## config.mk

```make
export PLATFORM = sky130hd
export DESIGN_NAME = glyph_text_rasterizer_flat
export DESIGN_NICKNAME = d
export VERILOG_FILES = /design/src/hw/rtl/gtr_pkg.sv /design/src/hw/rtl/gtr_if.sv /design/src/hw/rtl/glyph_text_rasterizer.sv /design/src/flat_wrapper.sv
export SDC_FILE = /design/constraint.sdc
export NUM_CORES = 1
export LEC_CHECK = 0
export ABC_AREA = 1
export CORE_UTILIZATION = 70
export DETAILED_ROUTE_END_ITERATION = 8
export DONT_BUFFER_PORTS = 1
export PLACE_DENSITY = 0.86
export SETUP_SLACK_MARGIN = 0.4
export SLEW_MARGIN = 30
export SYNTH_ARGS = -nofsm -noshare
export SYNTH_HDL_FRONTEND = slang
export SYNTH_SLANG_ARGS = --single-unit
```

## constraint.sdc

```tcl
create_clock -name clk -period 13.15 [get_ports clk]
set_clock_uncertainty 0.15 [all_clocks]
set_input_delay 1.9725 -clock clk [delete_from_list [all_inputs] [get_ports clk]]
set_output_delay 1.9725 -clock clk [all_outputs]
set_load 0.005 [all_outputs]
```

## src/hw/rtl/gtr_pkg.sv

```systemverilog
// ----------------------------------------------------------------------------
// gtr_pkg: shared constants for the glyph text rasterizer
// Holds the 5x7 column font, the glyph geometry and the pen limits.
// ----------------------------------------------------------------------------
package gtr_pkg;

  localparam logic [2:0] GLYPH_COLS = 3'd5;
  localparam logic [2:0] GLYPH_ROWS = 3'd7;
  localparam logic [2:0] LAST_COL   = 3'd4;
  localparam logic [2:0] LAST_ROW   = 3'd6;

  localparam logic signed [17:0] PEN_ADVANCE = 18'sd7;
  localparam logic signed [17:0] PEN_X_MAX   = 18'sd65535;

  localparam logic [7:0] CODE_DIGIT_LO = 8'h30;
  localparam logic [7:0] CODE_DIGIT_HI = 8'h39;
  localparam logic [7:0] CODE_UPPER_LO = 8'h41;
  localparam logic [7:0] CODE_UPPER_HI = 8'h5a;
  localparam logic [7:0] CODE_LOWER_LO = 8'h61;
  localparam logic [7:0] CODE_LOWER_HI = 8'h7a;
  localparam logic [7:0] CASE_FOLD     = 8'h20;
  localparam logic [7:0] CODE_DASH     = 8'h2d;
  localparam logic [7:0] CODE_DOT      = 8'h2e;
  localparam logic [2:0] MARK_COL      = 3'd2;
  localparam logic [6:0] DASH_BITS     = 7'h08;
  localparam logic [6:0] DOT_BITS      = 7'h60;

  // seven bits per column, bit n is row n
  localparam logic [6:0] DIGIT_FONT [0:9][0:4] = '{
    '{7'h3e, 7'h51, 7'h49, 7'h45, 7'h3e}, '{7'h00, 7'h42, 7'h7f, 7'h40, 7'h00},
    '{7'h62, 7'h51, 7'h49, 7'h49, 7'h46}, '{7'h22, 7'h49, 7'h49, 7'h49, 7'h36},
    '{7'h18, 7'h14, 7'h12, 7'h7f, 7'h10}, '{7'h2f, 7'h49, 7'h49, 7'h49, 7'h31},
    '{7'h3e, 7'h49, 7'h49, 7'h49, 7'h32}, '{7'h01, 7'h71, 7'h09, 7'h05, 7'h03},
    '{7'h36, 7'h49, 7'h49, 7'h49, 7'h36}, '{7'h26, 7'h49, 7'h49, 7'h49, 7'h3e}
  };

  localparam logic [6:0] ALPHA_FONT [0:25][0:4] = '{
    '{7'h7e, 7'h11, 7'h11, 7'h11, 7'h7e}, '{7'h7f, 7'h49, 7'h49, 7'h49, 7'h36},
    '{7'h3e, 7'h41, 7'h41, 7'h41, 7'h22}, '{7'h7f, 7'h41, 7'h41, 7'h22, 7'h1c},
    '{7'h7f, 7'h49, 7'h49, 7'h49, 7'h41}, '{7'h7f, 7'h09, 7'h09, 7'h09, 7'h01},
    '{7'h3e, 7'h41, 7'h49, 7'h49, 7'h7a}, '{7'h7f, 7'h08, 7'h08, 7'h08, 7'h7f},
    '{7'h00, 7'h41, 7'h7f, 7'h41, 7'h00}, '{7'h20, 7'h40, 7'h41, 7'h3f, 7'h01},
    '{7'h7f, 7'h08, 7'h14, 7'h22, 7'h41}, '{7'h7f, 7'h40, 7'h40, 7'h40, 7'h40},
    '{7'h7f, 7'h02, 7'h0c, 7'h02, 7'h7f}, '{7'h7f, 7'h04, 7'h08, 7'h10, 7'h7f},
    '{7'h3e, 7'h41, 7'h41, 7'h41, 7'h3e}, '{7'h7f, 7'h09, 7'h09, 7'h09, 7'h06},
    '{7'h3e, 7'h41, 7'h51, 7'h21, 7'h5e}, '{7'h7f, 7'h09, 7'h19, 7'h29, 7'h46},
    '{7'h46, 7'h49, 7'h49, 7'h49, 7'h31}, '{7'h01, 7'h01, 7'h7f, 7'h01, 7'h01},
    '{7'h3f, 7'h40, 7'h40, 7'h40, 7'h3f}, '{7'h1f, 7'h20, 7'h40, 7'h20, 7'h1f},
    '{7'h3f, 7'h40, 7'h38, 7'h40, 7'h3f}, '{7'h63, 7'h14, 7'h08, 7'h14, 7'h63},
    '{7'h07, 7'h08, 7'h70, 7'h08, 7'h07}, '{7'h61, 7'h51, 7'h49, 7'h45, 7'h43}
  };

  // font column lookup, blank for codes outside the font
  function automatic logic [6:0] font_column(input logic [7:0] code, input logic [2:0] col);
    logic [7:0] folded;
    logic [7:0] d_idx;
    logic [7:0] a_idx;
    logic [6:0] bits;
    folded = (code >= CODE_LOWER_LO && code <= CODE_LOWER_HI) ? code - CASE_FOLD : code;
    d_idx  = code - CODE_DIGIT_LO;
    a_idx  = folded - CODE_UPPER_LO;
    bits   = '0;
    if (col < GLYPH_COLS) begin
      if (code >= CODE_DIGIT_LO && code <= CODE_DIGIT_HI) begin
        bits = DIGIT_FONT[d_idx[3:0]][col];
      end else if (folded >= CODE_UPPER_LO && folded <= CODE_UPPER_HI) begin
        bits = ALPHA_FONT[a_idx[4:0]][col];
      end else if (code == CODE_DASH && col == MARK_COL) begin
        bits = DASH_BITS;
      end else if (code == CODE_DOT && col == MARK_COL) begin
        bits = DOT_BITS;
      end
    end
    return bits;
  endfunction

endpackage

```

## src/hw/rtl/gtr_if.sv

```systemverilog
// ----------------------------------------------------------------------------
// gtr_if: valid/ready channels of the glyph text rasterizer
// Character channel in, pixel write channel out.
// ----------------------------------------------------------------------------
interface gtr_char_if;
  logic               valid;
  logic               ready;
  logic               new_string;
  logic signed [15:0] start_x;
  logic signed [15:0] start_y;
  logic [7:0]         character;
  logic [15:0]        ink_color;

  modport source (output valid, new_string, start_x, start_y, character, ink_color,
                  input ready);
  modport sink (input valid, new_string, start_x, start_y, character, ink_color,
                output ready);
endinterface

interface gtr_pix_if;
  logic        valid;
  logic        ready;
  logic        write_enable;
  logic [31:0] write_address;
  logic [15:0] pixel_color;
  logic        last;

  modport source (output valid, write_enable, write_address, pixel_color, last,
                  input ready);
  modport sink (input valid, write_enable, write_address, pixel_color, last,
                output ready);
endinterface

```

## src/hw/rtl/glyph_text_rasterizer.sv

```systemverilog
// ----------------------------------------------------------------------------
// glyph_text_rasterizer: 5x7 font character generator
// Turns one character transaction into 35 framebuffer pixel write transactions.
// ----------------------------------------------------------------------------
//
//  channel   dir  transaction
//  --------  ---  ------------------------------------------------------------
//  chars     in   new_string, start_x, start_y, character, ink_color
//  pixels    out  write_enable, write_address, pixel_color, last
//  cfg_wr_*  in   frame_base, written when cfg_wr_en is high
//
//  the column/row counter issues one pixel per cycle while pixels does not stall
//  the next character is taken in the cycle that issues the last pixel, so a
//  steady stream of characters runs with no gap between them
//  the pixel output register takes a new pixel whenever it is empty or being taken
//  a stall on pixels freezes the counter; chars stays low until the last pixel issues
//  rst (synchronous) clears the pen, frame_base and all valid/busy flags
//
module glyph_text_rasterizer #(
  parameter int DISPLAY_WIDTH  = 480,
  parameter int DISPLAY_HEIGHT = 272,
  parameter int LINE_STRIDE    = 480
) (
  input  logic        clk,
  input  logic        rst,
  input  logic        cfg_wr_en,
  input  logic [31:0] cfg_wr_data,
  gtr_char_if.sink    chars,
  gtr_pix_if.source   pixels
);
  import gtr_pkg::*;

  // index widths on screen
  localparam int X_W   = $clog2(DISPLAY_WIDTH);
  localparam int Y_W   = $clog2(DISPLAY_HEIGHT);
  localparam int S_W   = $clog2(LINE_STRIDE + 1);
  localparam int YS_W  = Y_W + S_W;
  localparam int OFF_W = ((YS_W > X_W) ? YS_W : X_W) + 1;

  localparam logic signed [17:0] WIDTH_S  = 18'(DISPLAY_WIDTH);
  localparam logic signed [16:0] HEIGHT_S = 17'(DISPLAY_HEIGHT);
  localparam logic [OFF_W-1:0]   STRIDE_V = OFF_W'(LINE_STRIDE);

  // configuration and pen state
  logic [31:0]        frame_base;
  logic signed [16:0] pen_x;
  logic signed [15:0] pen_y;

  // character being drawn
  logic               busy;
  logic [2:0]         col;
  logic [2:0]         row;
  logic signed [16:0] cur_x;
  logic signed [15:0] cur_y;
  logic [7:0]         cur_code;
  logic [15:0]        cur_ink;
  logic               started_on;

  // pixel output register
  logic        out_valid;
  logic        out_we;
  logic [31:0] out_addr;
  logic [15:0] out_color;
  logic        out_last;

  logic               out_load;
  logic               step;
  logic               at_end;
  logic               item_done;
  logic               accept;
  logic signed [16:0] base_x;
  logic signed [15:0] base_y;
  logic signed [17:0] adv_x;
  logic signed [16:0] pen_x_next;

  logic [6:0]         bits;
  logic signed [17:0] px;
  logic signed [16:0] py;
  logic               on_screen;
  logic               we_next;
  logic [OFF_W-1:0]   offset;
  logic [31:0]        addr_next;

  // handshake and sequencing
  assign out_load  = !out_valid || pixels.ready;
  assign step      = busy && out_load;
  assign at_end    = (col == LAST_COL) && (row == LAST_ROW);
  assign item_done = step && at_end;
  assign chars.ready = !busy || item_done;
  assign accept    = chars.valid && chars.ready;

  // pen position for the incoming character, then the saturating advance
  assign base_x = chars.new_string ? 17'(chars.start_x) : pen_x;
  assign base_y = chars.new_string ? chars.start_y : pen_y;
  assign adv_x  = 18'(base_x) + PEN_ADVANCE;
  assign pen_x_next = (adv_x > PEN_X_MAX) ? PEN_X_MAX[16:0] : adv_x[16:0];

  // one pixel of the glyph per cycle, unless pixels stalls
  always_comb begin
    bits      = font_column(cur_code, col);
    px        = 18'(cur_x) + $signed({15'd0, col});
    py        = 17'(cur_y) + $signed({14'd0, row});
    on_screen = !px[17] && !py[16] && (px < WIDTH_S) && (py < HEIGHT_S);
    we_next   = started_on && bits[row] && on_screen;
    offset    = OFF_W'(py[Y_W-1:0]) * STRIDE_V + OFF_W'(px[X_W-1:0]);
    addr_next = we_next ? frame_base + 32'({offset, 1'b0}) : '0;
  end

  always_ff @(posedge clk) begin
    if (rst) begin
      frame_base <= '0;
    end else if (cfg_wr_en) begin
      frame_base <= cfg_wr_data;
    end
  end

  always_ff @(posedge clk) begin
    if (rst) begin
      pen_x <= '0;
      pen_y <= '0;
      busy  <= 1'b0;
      col   <= '0;
      row   <= '0;
    end else begin
      // a new character may start in the same cycle the old one ends
      if (accept) begin
        busy  <= 1'b1;
        col   <= '0;
        row   <= '0;
        pen_x <= pen_x_next;
        pen_y <= base_y;
      end else begin
        if (item_done) begin
          busy <= 1'b0;
        end
        if (step) begin
          if (row == LAST_ROW) begin
            row <= '0;
            col <= col + 3'd1;
          end else begin
            row <= row + 3'd1;
          end
        end
      end
    end
  end

  always_ff @(posedge clk) begin
    if (accept) begin
      cur_x      <= base_x;
      cur_y      <= base_y;
      cur_code   <= chars.character;
      cur_ink    <= chars.ink_color;
      started_on <= 18'(base_x) < WIDTH_S;
    end
  end

  always_ff @(posedge clk) begin
    if (rst) begin
      out_valid <= 1'b0;
    end else if (out_load) begin
      out_valid <= step;
    end
  end

  always_ff @(posedge clk) begin
    if (step) begin
      out_we    <= we_next;
      out_addr  <= addr_next;
      out_color <= cur_ink;
      out_last  <= at_end;
    end
  end

  assign pixels.valid         = out_valid;
  assign pixels.write_enable  = out_we;
  assign pixels.write_address = out_addr;
  assign pixels.pixel_color   = out_color;
  assign pixels.last          = out_last;

`ifndef SYNTH
  // a started character always begins at its first pixel
  a_start_at_origin: assert property (@(posedge clk) disable iff (rst)
    accept |=> busy && col == '0 && row == '0)
    else $error("character did not start at column 0 row 0");

  // no new character while pixels of the current one remain
  a_no_overlap: assert property (@(posedge clk) disable iff (rst)
    busy && !item_done |-> !chars.ready)
    else $error("character accepted before last pixel issued");

  // suppressed pixels carry a zero address
  a_idle_addr: assert property (@(posedge clk) disable iff (rst)
    pixels.valid && !pixels.write_enable |-> pixels.write_address == '0)
    else $error("unwritten pixel with nonzero address");

  // the counter never leaves the glyph
  a_counter_range: assert property (@(posedge clk) disable iff (rst)
    busy |-> col < GLYPH_COLS && row < GLYPH_ROWS)
    else $error("pixel counter out of glyph");
`endif

endmodule
```

## src/flat_wrapper.sv

```systemverilog
// flat-port wrapper written by rule: the top's interface ports become plain ports
module glyph_text_rasterizer_flat import gtr_pkg::*;
#(
  parameter int DISPLAY_WIDTH  = 480,
  parameter int DISPLAY_HEIGHT = 272,
  parameter int LINE_STRIDE    = 480
)
  (clk, rst, cfg_wr_en, cfg_wr_data, chars_valid, chars_new_string, chars_start_x, chars_start_y, chars_character, chars_ink_color, chars_ready, pixels_valid, pixels_write_enable, pixels_write_address, pixels_pixel_color, pixels_last, pixels_ready);
  gtr_char_if chars_i ();
  gtr_pix_if pixels_i ();
  input  logic clk;
  input  logic rst;
  input  logic cfg_wr_en;
  input  logic [31:0] cfg_wr_data;
  input wire logic [$bits(chars_i.valid)-1:0] chars_valid;
  input wire logic [$bits(chars_i.new_string)-1:0] chars_new_string;
  input wire logic [$bits(chars_i.start_x)-1:0] chars_start_x;
  input wire logic [$bits(chars_i.start_y)-1:0] chars_start_y;
  input wire logic [$bits(chars_i.character)-1:0] chars_character;
  input wire logic [$bits(chars_i.ink_color)-1:0] chars_ink_color;
  output wire logic [$bits(chars_i.ready)-1:0] chars_ready;
  output wire logic [$bits(pixels_i.valid)-1:0] pixels_valid;
  output wire logic [$bits(pixels_i.write_enable)-1:0] pixels_write_enable;
  output wire logic [$bits(pixels_i.write_address)-1:0] pixels_write_address;
  output wire logic [$bits(pixels_i.pixel_color)-1:0] pixels_pixel_color;
  output wire logic [$bits(pixels_i.last)-1:0] pixels_last;
  input wire logic [$bits(pixels_i.ready)-1:0] pixels_ready;
  assign chars_i.valid = chars_valid;
  assign chars_i.new_string = chars_new_string;
  assign chars_i.start_x = chars_start_x;
  assign chars_i.start_y = chars_start_y;
  assign chars_i.character = chars_character;
  assign chars_i.ink_color = chars_ink_color;
  assign chars_ready = chars_i.ready;
  assign pixels_valid = pixels_i.valid;
  assign pixels_write_enable = pixels_i.write_enable;
  assign pixels_write_address = pixels_i.write_address;
  assign pixels_pixel_color = pixels_i.pixel_color;
  assign pixels_last = pixels_i.last;
  assign pixels_i.ready = pixels_ready;
  glyph_text_rasterizer #(.DISPLAY_WIDTH(DISPLAY_WIDTH), .DISPLAY_HEIGHT(DISPLAY_HEIGHT), .LINE_STRIDE(LINE_STRIDE)) u_core (.clk(clk), .rst(rst), .cfg_wr_en(cfg_wr_en), .cfg_wr_data(cfg_wr_data), .chars(chars_i), .pixels(pixels_i));
endmodule
```

# --- Word-level counts from Yosys, hierarchy flattened ---
# Memory sizes are Yosys's and may differ from the RTL's.
# Index checks and enable logic that the tools add are counted.
# W data, S select, Z words.
op_classes:
  n_addsub: 10
  multipliers: 1
  magnitude_cmp: 15
  eq_ne: 5
  muxes: 24
  bitwise: 3
  n_reduce_logical: 23
op_table:
  columns: ["cell", "count"]
  rows:
  - ["$mux W35", 4]
  - ["$mux W7", 9]
  - ["$bmux W7 S3", 2]
  - ["$lt A17 B10 Y1 const B", 2]
  - ["$mux W17", 2]
  - ["$add A32 B20 Y32", 1]
  - ["$add A18 B9 Y19", 1]
  - ["$add A17 B4 Y18", 1]
  - ["$add A17 B4 Y18 const B", 1]
  - ["$gt A18 B17 Y1 const B", 1]
  - ["$lt A18 B10 Y1 const B", 1]
  - ["$add A16 B4 Y17", 1]
  - ["$eq A8 B6 Y1 const B", 2]
  - ["$ge A8 B7 Y1 const B", 2]
  - ["$le A8 B7 Y1 const B", 2]
  - ["$mux W16", 1]
  - ["$logic_and A1 B1 Y1", 14]
  - ["$mul A9 B4 Y13 const B", 1]
  - ["$ge A8 B6 Y1 const B", 1]
  - ["$le A8 B6 Y1 const B", 1]
  - ["$mux W8", 1]
  - ["$sub A8 B6 Y8 const B", 1]
  - ["$add A3 B1 Y3 const B", 2]
  - ["$eq A3 B3 Y1 const B", 2]
  - ["other kinds (19)", 25]
totals:
  ff_bits: 181
  romBits: 1680
  inputBits: 94
  out_inout_bits: 52
  wordCells: 99
  memories: 2
mem_list:
  columns: ["memory", "depth", "width", "rd", "rd_ports_with_merged_regs", "write_ports", "line_no", "source"]
  rows:
  - ["(no name shown)", 32, 35, 1, 0, 0, "gtr_pkg.sv:67", "bits = ALPHA_FONT[a_idx[4:0]][col];"]
  - ["(no name shown)", 16, 35, 1, 0, 0, "gtr_pkg.sv:65", "bits = DIGIT_FONT[d_idx[3:0]][col];"]

# --- Longest topological paths before layout ---
depth:
  depth_word: 18
  ltp_mapped: 33
  ltp_nobuf: 33

# --- Worst setup path after synthesis ---
# Ideal clock, no wire load.
synth_timing:
  path_type: "flip-flop to flip-flop"
  start: "reg u_core.cur_y[0]"
  end: "reg u_core.out_addr[25], in the netlist u_core.pixels.write_address[25] (data pin)"
  setup_ns: 0.251
  arrival_time_ns: 5.509
  required_time_ns: 12.749
  slack_ns: 7.240
  path_stages_with_launch: 30
  path_buffers: 0
  synth_period_minus_slack_ns: 5.910
  path_cell_list: "edfxtp_1 -> ha_1 -> fa_1 -> xor2_1 -> fa_1 -> fa_1 -> inv_1 -> fa_1 -> inv_1 -> ha_1 -> nand2_1 -> nand2_1 -> a31oi_1 -> nor2_1 -> nand3_1 -> nor2_1 -> nand2_1 -> xor2_1 -> inv_1 -> ha_1 -> a21oi_1 -> inv_1 -> a31oi_1 -> nor3_1 -> nor2_1 -> nand3_1 -> and3_1 -> or2_2 -> nand4_1 -> nor2_1"
synth_between:
  elab_chain_cells: 6
  word_cells_on_any_way: 10
  cone_classes: "add/sub: 3; mul: 1; order compare: 1; reduce/logical: 5"
synth_rtl:
  columns: ["item", "line_no", "source"]
  rows:
  - ["start: declaration", "glyph_text_rasterizer.sv:54", "logic signed [15:0] cur_y;"]
  - ["start signal: assignment", "glyph_text_rasterizer.sv:151", "cur_y <= base_y;"]
  - ["$add A16 B4 Y17 *", "glyph_text_rasterizer.sv:102", "py = 17'(cur_y) + $signed({14'd0, row});"]
  - ["branches (longest 5 deep; another with $add A32 B20 Y32)", null, null]
  - ["end signal: assignment", "glyph_text_rasterizer.sv:169", "out_addr <= addr_next;"]
  - ["end: declaration", "glyph_text_rasterizer.sv:62", "logic [31:0] out_addr;"]
# Mark *: on every way between the ends.
# A chain may end at the register's enable or synchronous reset.

# --- Worst setup path in the final report ---
layout_timing:
  start: "reg u_core.row[0]"
  end: "reg u_core.out_addr[31], in the netlist u_core.pixels.write_address[31] (data pin)"
layout_between:
  elab_chain_cells: 6
  word_cells_on_any_way: 13
  cone_classes: "add/sub: 3; mul: 1; order compare: 1; mux: 2; reduce/logical: 6"
layout_rtl:
  columns: ["item", "line_no", "source"]
  rows:
  - ["start: declaration", "glyph_text_rasterizer.sv:52", "logic [2:0] row;"]
  - ["start signal: assignment", "glyph_text_rasterizer.sv:141", "row <= row + 3'd1;"]
  - ["branches (longest 6 deep; another with $add A32 B20 Y32)", null, null]
# Parallel ways; which one is timed is not known. The select of a mux whose other input is x is not followed.

==> results.yml <==
power:
  clockPowerShare_pct: 24.2
  power_frac_comb_pct: 43.6
  power.share.sequential_pct: 32.2
  power_density_nw_per_um2: 162
  p_int_w: 0.00122
  swShare_pct: 41.7
  leakagePower_nw: 5.80
  vdd_drop_max_v: 0.000151
  power_switching_w: 0.000875
drt:
  met3_length_mm: 2.78
  drt_first_pass_iters: 7
  drt_iter0_markers: 1110
  wl_met1_mm: 13.2
  wl_per_cell_um: 18.7
  viasPerCell: 6.14
  top_layer: "met4"
  detail-route-antenna-nets: 0
  drcViolationCount: 0
  vias: 11114
  met2_length_mm: 16.5
  routed_wl_mm: 33.8
logic_synthesis:
  ys_seq_elements: 181
  netlist_area_um2: 12300
  synth_compound_area_share_pct: 13.5
  synthSimpleGateAreaFrac_pct: 25.3
  synth.top_cell.area_share_pct: 26.3
  ys_warn_count: 0
  ys_types: 52
  synth.avg_cell_area_um2: 7.74
  synth-adder-area-share_pct: 9.95
  syn-num-nets: 1775
  yosysTopAreaCell: "edfxtp_1"
  synth_mux_area_share_pct: 0
  synthArstFlopShare_pct: 0
  synth_top_family_by_area: "simple AND/OR/NAND/NOR gates"
  synth_edf_count: 108
  synthCells: 1592
  synth_flop_cell: "edfxtp_1"
  synth_xor_area_share_pct: 4.56
  yosysSeqAreaShare_pct: 38.2
  yosys-top-cells-area: "edfxtp_1, dfxtp_1, nand2_1, ha_1, inv_1"
clock_tree:
  cts_setup_buffers: 0
  cts.htree.levels: 4
  cts_sinks: 181
  cts_root_buffer: "clkbuf_16"
  post_cts_resized: 0
  cts_buffer_depth: 2
  clk-insertion-delay-late_ns: 0.44
  hold_buffers: 0
  cts_inserted_buffers: 17
  clk_pin_slew_worst_paths_ns: 0.07
  cts_tree: "built"
critical_path:
  crit_type: "flop to flop"
  critPathTopFamily: "adder cells"
  cp-start-kind: "flop"
  cp_slowest_cell: "fa_1"
  path_max_fanout: 11
  crit_required_ns: 13.29
  crit_buf_inv: 1
  end_kind: "flop"
  max_stage_delay_ns: 0.53
  critPathArrivalTime_ns: 6.97
job:
  drv_cap: 0
global_routing:
  grt_max_degree: 91
  grt_pass1_wl_mm: 54.3
  gr-total-overflow: 0
  grt_pass1_vias: 10727
  antenna_found_initial: 2
  grt_use_total_pct: 38.6
die:
  rows: 48
  start_util_pct: 71.5
  die-width_um: 135
  die_h_um: 135
  io_pins: 146
  coreArea_um2: 17200
  dieArea_um2: 18100
placement:
  io_buffers: 0
  dp_hpwl_mm: 24.4
  dp_cells: 1777
  post-place-ws_ns: 6.58
  place.gp.congestion: 0.984
  dpl-instance-area_um2: 12400
layout:
  post-route-util_pct: 75.4
  stdcell_count: 1811
  final_nets: 1754
  design_area_um2: 13000
  area_growth_pct: 5.36
  drive_above_1_share_pct: 6.69
timing:
  min_period_ns: 6.83
  setup_violations: 0
  period_share_pct: 51.9
  setup_slack_ns: 6.32
  fin_tns_setup_ns: 0
  fmax_mhz: 147
  tightest_slew_ns: 0.820
  relSlewSlack_pct: 44.9
  hold_viol_final: 0
  final-max-slew-violation-count: 0
  rsz0062_at_grt: "no"
outcome:
  status: "finished clean"
hold_path:
  hold_path_class: "flop to flop"
-- registers in the layout (all words and copies together), names as in the netlist, 3 cells and up --
register,flops
u_core.col,3
u_core.pen_x,17
u_core.cur_x,17
u_core.cur_y,16
u_core.pixels.write_address,32
u_core.row,3
u_core.pixels.pixel_color,16
u_core.cur_ink,16
u_core.pen_y,16
u_core.cur_code,8
u_core.frame_base,32
-- placed cells by master (no fill, tap or decap), drive strengths merged, types with 23 or more instances in the layout --
cell type / count
nand4: 28
o21ai: 137
xor2: 50
a21oi: 104
inv: 212
edfxtp: 108
nor2: 171
ha: 74
o211ai: 23
nand3: 111
dfxtp: 73
nand2: 346
-- synthesized netlist by cell type (15+ instances only) --
cell and number:
inv_1 201, edfxtp_1 108, nand3_1 108, or2_2 15
nand2_1 335, fa_1 15, xor2_1 49, nor2_2 20
ha_1 74, nor3_1 17, o21ai_0 126, nor2_1 148
nand4_1 28, o211ai_1 23, dfxtp_1 73, a21oi_1 101
clkbuf_1 24
-- power groups by stage --
stage / Sequential, W / Combinational, W / Clock, W
final: 0.000676 / 0.000915 / 0.000508
after global routing: 0.000680 / 0.00102 / 0.000531
after CTS: 0.000675 / 0.000894 / 0.000510
after detailed placement: 0.000687 / 0.000882 / 0
after global placement: 0.000684 / 0.000859 / 0
after floorplan: 0.000675 / 0.000694 / 0
-- kinds of logic after synthesis --
| family | count (synthesis) |
|---|---|
| flip-flops | 181 |
| AO/OA/AOI/OAI | 300 |
| adder cells (fa/ha/maj) | 89 |
| AND/OR/NAND/NOR | 703 |
| buffers and inverters | 257 |
| XOR/XNOR | 62 |
-- layer usage --
metal	GRT usage [%]	vias to the layer above
li1	-	5250
met1	47.6	5105
met2	64.3	648
met3	8.78	111
met4	17.6	0
met5	0	-
-- stage by stage --
| step | hold slack (ns) | power [W] |
|---|---|---|
| 6_report | 0.278 | 0.00210 |
| 5_1_grt | 0.282 | 0.00223 |
| 4_1_cts | 0.280 | 0.00208 |
| 3_5_place_dp | 0.255 | 0.00157 |
| 3_3_place_gp | 0.251 | 0.00154 |
| 2_1_floorplan | 0.250 | 0.00137 |
-- final timing paths --
| kind | start | to | slack (ns) | depth (start not counted) |
|---|---|---|---|---|
| setup / recovery | u_core.row[0]$_SDFFE_PP0P_ | u_core.pixels.write_address[31]$_SDFFCE_PN0P_ | 6.32 | 27 |
| hold / removal | u_core.cur_ink[2]$_DFFE_PP_ | u_core.pixels.pixel_color[2]$_DFFE_PP_ | 0.28 | 0 |
| setup reg to reg | u_core.row[0]$_SDFFE_PP0P_ | u_core.pixels.write_address[31]$_SDFFCE_PN0P_ | 6.32 | 27 |
| hold reg to reg | u_core.cur_ink[2]$_DFFE_PP_ | u_core.pixels.pixel_color[2]$_DFFE_PP_ | 0.28 | 0 |
-- layout make-up --
| type | count | area (um^2) |
|---|---|---|
| multi-input combinational | 1154 | 6580 |
| sequential | 181 | 4700 |
| fill | 1216 | 4250 |
| inverter | 211 | 795 |
| clock buffer | 19 | 433 |
| tap | 225 | 282 |
| clock inverter | 13 | 146 |
| timing repair buffer | 6 | 48.8 |
| antenna | 2 | 5.00 |
(Power assumes the default switching activity.)
